**config.mk**
```make
export PLATFORM = sky130hd
export DESIGN_NAME = hcs_fmul
export DESIGN_NICKNAME = d
export VERILOG_FILES = /design/src/rtl/hcs_pkg.sv /design/src/rtl/hcs_fmul.sv
export SDC_FILE = /design/constraint.sdc
export NUM_CORES = 2
export LEC_CHECK = 0
export BUFFER_PORTS_ARGS = -buffer_cell sky130_fd_sc_hd__buf_4
export CORE_MARGIN = 3
export CORE_UTILIZATION = 60
export DETAILED_ROUTE_END_ITERATION = 12
export PLACE_DENSITY = 0.78
export SYNTH_ARGS = -nofsm -noshare
export SYNTH_HDL_FRONTEND = slang
export SYNTH_SLANG_ARGS = --single-unit
```
**constraint.sdc**
```tcl
create_clock -name clk -period 4.7 [get_ports clk]
set_input_delay 0 -clock clk [delete_from_list [all_inputs] [get_ports clk]]
set_output_delay 0 -clock clk [all_outputs]
set_load 0.01 [all_outputs]
```
**src/rtl/hcs_pkg.sv**
```systemverilog
package hcs_pkg;

	// Input operation codes.
	localparam logic OP_LOAD  = 1'b0;
	localparam logic OP_SCALE = 1'b1;

	// Configuration register indexes.
	localparam logic REG_ORDER = 1'b0;
	localparam logic REG_COUNT = 1'b1;

	// Depth of the queue between the front and the back.
	localparam int QUEUE_DEPTH = 4;
	localparam int QCW         = $clog2(QUEUE_DEPTH + 1);

	// Canonical quiet NaN.
	localparam logic [31:0] QNAN = 32'h7FC00000;

	// One coefficient with its weight, as queued for the multiplier.
	typedef struct packed {
		logic [31:0] value;
		logic [31:0] weight;
		logic        last;
	} entry_t;

endpackage

```
**src/rtl/hcs_fmul.sv**
```systemverilog
module hcs_fmul
	import hcs_pkg::*;
(
	input  logic        clk,
	input  logic        arst_n,
	input  logic        advance,
	input  logic        in_valid,
	input  entry_t      in_entry,
	output logic        res_valid,
	output logic [31:0] res_product,
	output logic        res_last
);

	// Stage 1: mantissa product and exponent sum.
	logic               valid_s1, sign_s1, nan_s1, inf_s1, zero_s1, last_s1;
	logic [47:0]        prod_s1;
	logic signed [10:0] exp_s1;
	// Stage 2: leading zero count.
	logic               valid_s2, sign_s2, nan_s2, inf_s2, zero_s2, last_s2;
	logic [47:0]        prod_s2;
	logic signed [10:0] exp_s2;
	logic [5:0]         lz_s2;
	// Stage 3: alignment.
	logic               valid_s3, sign_s3, nan_s3, inf_s3, zero_s3, last_s3;
	logic [47:0]        sh_s3;
	logic               sticky_s3;
	logic [10:0]        exp_s3;
	// Stage 4: rounded result.
	logic               valid_s4, last_s4;
	logic [31:0]        product_s4;

	logic [7:0]         ea, eb;
	logic [22:0]        fa, fb;
	logic               nan_a, nan_b, inf_a, inf_b, zero_a, zero_b;
	logic [5:0]         lz;
	logic signed [11:0] norm_exp;
	logic [6:0]         rshift;
	logic [47:0]        sh;
	logic               sticky;
	logic [10:0]        exp_out;
	logic               guard, round_sticky, inc;
	logic [24:0]        mant;
	logic [10:0]        biased;
	logic [33:0]        packed_sum;
	logic [31:0]        product;

	// Operand unpack and classification.
	always_comb begin
		ea     = in_entry.value[30:23];
		fa     = in_entry.value[22:0];
		eb     = in_entry.weight[30:23];
		fb     = in_entry.weight[22:0];
		nan_a  = (ea == 8'hFF) && (fa != '0);
		nan_b  = (eb == 8'hFF) && (fb != '0);
		inf_a  = (ea == 8'hFF) && (fa == '0);
		inf_b  = (eb == 8'hFF) && (fb == '0);
		zero_a = (ea == 8'h00) && (fa == '0);
		zero_b = (eb == 8'h00) && (fb == '0);
	end

	always_ff @(posedge clk) begin
		if (advance) begin
			prod_s1 <= 48'({ea != 8'h00, fa}) * 48'({eb != 8'h00, fb});
			exp_s1  <= 11'(signed'({3'b0, (ea == 8'h00) ? 8'd1 : ea}))
				+ 11'(signed'({3'b0, (eb == 8'h00) ? 8'd1 : eb})) - 11'sd126;
			sign_s1 <= in_entry.value[31] ^ in_entry.weight[31];
			nan_s1  <= nan_a || nan_b || (inf_a && zero_b) || (zero_a && inf_b);
			inf_s1  <= inf_a || inf_b;
			zero_s1 <= zero_a || zero_b;
			last_s1 <= in_entry.last;
		end
	end

	// Leading zero search over the mantissa product.
	always_comb begin
		lz = 6'd47;
		for (int i = 0; i < 48; i++) begin
			if (prod_s1[i]) begin
				lz = 6'(47 - i);
			end
		end
	end

	always_ff @(posedge clk) begin
		if (advance) begin
			prod_s2 <= prod_s1;
			exp_s2  <= exp_s1;
			lz_s2   <= lz;
			sign_s2 <= sign_s1;
			nan_s2  <= nan_s1;
			inf_s2  <= inf_s1;
			zero_s2 <= zero_s1;
			last_s2 <= last_s1;
		end
	end

	// Normalize, or align into the subnormal range with a sticky bit.
	always_comb begin
		norm_exp = 12'(exp_s2) - 12'(signed'({1'b0, lz_s2}));
		sticky   = 1'b0;
		rshift   = 7'd0;
		if (norm_exp >= 12'sd1) begin
			sh      = prod_s2 << lz_s2;
			exp_out = 11'(norm_exp);
		end else if (exp_s2 >= 11'sd1) begin
			sh      = prod_s2 << 6'(exp_s2 - 11'sd1);
			exp_out = 11'd0;
		end else begin
			rshift  = (exp_s2 < -11'sd47) ? 7'd48 : 7'(11'sd1 - exp_s2);
			sh      = prod_s2 >> rshift;
			sticky  = |(prod_s2 & ((48'd1 << rshift) - 48'd1));
			exp_out = 11'd0;
		end
	end

	always_ff @(posedge clk) begin
		if (advance) begin
			sh_s3     <= sh;
			sticky_s3 <= sticky;
			exp_s3    <= exp_out;
			sign_s3   <= sign_s2;
			nan_s3    <= nan_s2;
			inf_s3    <= inf_s2;
			zero_s3   <= zero_s2;
			last_s3   <= last_s2;
		end
	end

	// Round to nearest even and pack; a rounding carry moves into the exponent.
	always_comb begin
		guard        = sh_s3[23];
		round_sticky = (|sh_s3[22:0]) || sticky_s3;
		inc          = guard && (round_sticky || sh_s3[24]);
		mant         = {1'b0, sh_s3[47:24]} + 25'(inc);
		biased       = (exp_s3 == 11'd0) ? 11'd0 : exp_s3 - 11'd1;
		packed_sum   = {biased, 23'd0} + {9'd0, mant};
		if (nan_s3) begin
			product = QNAN;
		end else if (inf_s3) begin
			product = {sign_s3, 8'hFF, 23'd0};
		end else if (zero_s3) begin
			product = {sign_s3, 31'd0};
		end else if (packed_sum[33:23] >= 11'd255) begin
			product = {sign_s3, 8'hFF, 23'd0};
		end else begin
			product = {sign_s3, packed_sum[30:0]};
		end
	end

	always_ff @(posedge clk) begin
		if (advance) begin
			product_s4 <= product;
			last_s4    <= last_s3;
		end
	end

	// Stage valid bits.
	always_ff @(posedge clk or negedge arst_n) begin
		if (!arst_n) begin
			valid_s1 <= 1'b0;
			valid_s2 <= 1'b0;
			valid_s3 <= 1'b0;
			valid_s4 <= 1'b0;
		end else if (advance) begin
			valid_s1 <= in_valid;
			valid_s2 <= valid_s1;
			valid_s3 <= valid_s2;
			valid_s4 <= valid_s3;
		end
	end

	assign res_valid   = valid_s4;
	assign res_product = product_s4;
	assign res_last    = last_s4;

endmodule

```
==> flow_summary_export.csv <==
group,metric,value,unit
cts,cts_inserted_buffers,23,
sta,worstMarginPinSlew,969.2,ps
sta,drv_slew,0,
synth,yosys_warnings,0,
setup_path,critPathLaunchType,"input pin",
cts,cts_root_buf,"clkbuf_16",
die,die_w,257.9,µm
synth,yosys_register_bits,234,
global_routing,grt_overflow,0,
cts,tritoncts,"yes",
place,dpl.cell_count,5267,
global_routing,grt_pass1_wl,190.6,mm
setup_path,r2r_slack,220,ps
global_routing,antenna_found_initial,4,
place,gp_congestion,1.085,
sta,setup_violations,34,
synth,ys_async_sr_fraction,1.709,%
synth,synth-seq-area-share,18.40,%
run_status,violations,"negative setup slack",
layout,fin_cells,5379,
sta,max_freq,158.4,MHz
layout,drive_above_1_share,19.91,%
flow_run,cap_violations,0,
synth,synth_cell_type_count,90,
global_routing,gr-usage-all-layers,36.75,%
die,die_area,66530,µm²
setup_path,crit_type,"input pin to flip-flop",
cts,clk_latency,560,ps
synth,netlist_area,38080,µm²
detailed_routing,vias_per_cell,6.255,
synth,syn_inst,4248,
synth,synth_edf_count,230,
cts,cts.sinks,234,
sta,min_period,6313,ps
detailed_routing,routed_wl,125.0,mm
sta,hold_slack,103.6,ps
synth,ys.flop_type,"edfxtp_1",
detailed_routing,wire_per_inst,23.23,µm
sta,rsz0062_at_grt,"true",
setup_path,critPathCaptureType,"flip-flop",
sta,relSlewSlack,35.39,%
sta,fin_crit_sh,134.3,%
sta,hold_viol_final,0,
sta,fin_ws,-1613,ps
die,die_y,257.9,µm
die,pin_count,103,
layout,nFillCells,4432,
setup_path,worstPathMaxFanout,3,
place,hpwl,94.52,mm
cts,clkTransAtPathRegs,60,ps
die,start_util,61.15,%
detailed_routing,dr.pass1.iters,6,
cts,htree_levels,1,
detailed_routing,drc,0,
global_routing,grt_max_degree,92,
hold_path,min_path_type,"input pin to flip-flop",
synth,syn_nets,5005,
cts,clock_path_buffers,3,
detailed_routing,drt_iter0_drc,4209,
synth,synth_area_per_cell,8.965,µm²
layout,syn2layout_area_growth,17.56,%
place,io_buffers,102,
layout,nets,5282,
detailed_routing,num_vias,33640,
die,core_area,62280,µm²
run_status,run_status,"finished with violations",
place,placed_area,42280,µm²
setup_path,cp.required,5010,ps
layout,finalInstanceArea,44770,µm²
setup_path,arrival,6620,ps
die,fp-row-count,91,
detailed_routing,antenna_left,0,
global_routing,grt_pass1_vias,34160,
sta,finalClockSkew,10.14,ps
-- metrics by stage --
stage	util, %	setup slack [ps]	setup TNS (ps)
floorplan	-	-1617	-33000
global placement	67.89	-2233	-52370
detailed placement	67.89	-2297	-54500
CTS	70.95	-1366	-28460
global route	71.88	-1837	-40420
finish	71.89	-1613	-34890
-- worst paths after layout --
| path | to | cells past startpoint | startpoint |
|---|---|---|---|
| hold reg to reg | res_last$_DFFE_PP_ | 0 | last_s3$_DFFE_PP_ |
| setup reg to reg | sticky_s3$_SDFFCE_PP0P_ | 14 | exp_s2[2]$_DFFE_PP_ |
| max in group asynchronous | valid_s3$_DFFE_PN0P_ | 3 | arst_n |
| hold / removal | nan_s1$_DFFE_PP_ | 4 | in_entry[63] |
| setup / recovery | prod_s1[47]$_DFFE_PP_ | 28 | in_entry[29] |
| min in group asynchronous | res_valid$_DFFE_PN0P_ | 3 | arst_n |
-- sequential cells by signal (all words and copies together), names as in the netlist, 6 cells and up --
| register | cells |
|---|---|
| prod_s1 | 48 |
| prod_s2 | 48 |
| sh_s3 | 48 |
| res_product | 32 |
| exp_s3 | 11 |
| exp_s1 | 10 |
| exp_s2 | 10 |
| lz_s2 | 6 |
-- cell type report --
class | instances | area (µm²) | share of cell area (%)
Multi-Input combinational cell | 3182 | 29110 | 65.01
Sequential cell | 234 | 7007 | 15.65
Timing Repair Buffer | 546 | 4831 | 10.79
Inverter | 538 | 2021 | 4.513
Tap cell | 837 | 1047 | 2.339
Clock buffer | 33 | 643.1 | 1.436
Clock inverter | 8 | 115.1 | 0.2571
Antenna cell | 1 | 2.502 | 0.005589
-- synth_stat cells, drive strengths merged, types with 7 or more instances --
library cell / count / share of area [%]
a2111oi: 12 / 0.29
a211oi: 40 / 0.79
a21boi: 9 / 0.18
a21o: 30 / 0.59
a21oi: 189 / 2.5
a22oi: 21 / 0.41
a311oi: 9 / 0.21
a31oi: 23 / 0.38
and2: 222 / 3.6
and3: 17 / 0.28
buf: 42 / 0.47
clkbuf: 251 / 2.5
edfxtp: 230 / 18
fa: 484 / 25
ha: 204 / 6.7
inv: 535 / 5.3
mux2: 51 / 1.5
mux2i: 221 / 5.8
mux4: 55 / 3.3
nand2: 666 / 6.6
nand2b: 11 / 0.18
nand3: 47 / 0.64
nand4: 26 / 0.43
nor2: 247 / 2.4
nor2b: 20 / 0.33
nor3: 42 / 0.55
nor4: 35 / 0.65
o2111ai: 9 / 0.22
o211ai: 34 / 0.67
o21a: 16 / 0.32
o21ai: 139 / 1.8
o21bai: 15 / 0.30
o22ai: 42 / 0.69
o31a: 7 / 0.16
o31ai: 16 / 0.33
or3: 16 / 0.28
or4: 11 / 0.23
xnor2: 70 / 1.6
xor2: 39 / 0.90
-- metal layers --
layer	vias to the layer above	share of wire [%]	track usage, %
li1	14760	-	-
met1	16280	36	45.09
met2	2035	47	60.64
met3	565	10	7.159
met4	4	7.5	21.64
met5	-	0.025	0
-- cells by family after synthesis --
family                   Yosys count  share of synthesized area [%]
XOR/XNOR                         109                          2.507
AO/OA/AOI/OAI                    673                          11.40
flip-flops                       234                          18.40
adder cells (fa/ha/maj)          689                          32.17
AND/OR/NAND/NOR                 1383                          16.67
multiplexers                     327                          10.57
buffers and inverters            832                          8.273
other                              1                       0.009847
-- worst max-delay path: stages --
cell and delay (ps):
buf_8 100, nor4_4 330, nand2_4 170, buf_6 160, nand2_2 50, fa_1 440, fa_1 490, inv_1 60
fa_1 490, inv_1 50, fa_1 470, fa_1 480, fa_1 510, inv_1 60, fa_1 490, ha_4 200
buf_4 150, a21o_1 150, a21o_1 200, a21oi_2 180, o31a_1 180, o211ai_1 150, buf_4 200, a211oi_4 250
nor3_2 70, or3_1 330, a21oi_2 140, xnor2_1 70
-- repair_timing --
action | 4_1_cts | 5_1_grt
buffers inserted | 36 | 30
resized for setup | 158 | 113
pin swaps | 87 | 94
hold buffers | 10 | 0
cloned | 3 | 1
endpoints found under the hold margin | 93 | 0
endpoints found under the setup margin | 35 | 38
-- layout by cell type, fill, tap and decap left out, types with 18 or more instances in the layout --
| cell | instances |
|---|---|
| nand3_1 | 43 |
| o21ai_0 | 127 |
| nand2_2 | 18 |
| o211ai_1 | 34 |
| nor3_1 | 39 |
| xnor2_1 | 67 |
| fa_2 | 28 |
| a21oi_1 | 175 |
| edfxtp_1 | 230 |
| inv_1 | 516 |
| a211oi_1 | 35 |
| a21o_1 | 29 |
| nor2_1 | 238 |
| ha_4 | 26 |
| mux2i_1 | 221 |
| ha_1 | 168 |
| inv_2 | 19 |
| nor4_1 | 27 |
| clkbuf_16 | 24 |
| buf_12 | 26 |
| fa_1 | 456 |
| nand2_1 | 640 |
| a31oi_1 | 22 |
| o22ai_1 | 41 |
| mux2_2 | 51 |
| buf_6 | 47 |
| and2_1 | 197 |
| nor2b_1 | 20 |
| nand4_1 | 26 |
| buf_4 | 446 |
| xor2_1 | 37 |
| mux4_2 | 55 |
| a22oi_1 | 21 |
| and2_4 | 23 |
Power is left out: the tool's default activity adds up to more than one toggle a clock period on the data nets, which glitch-free logic cannot reach.
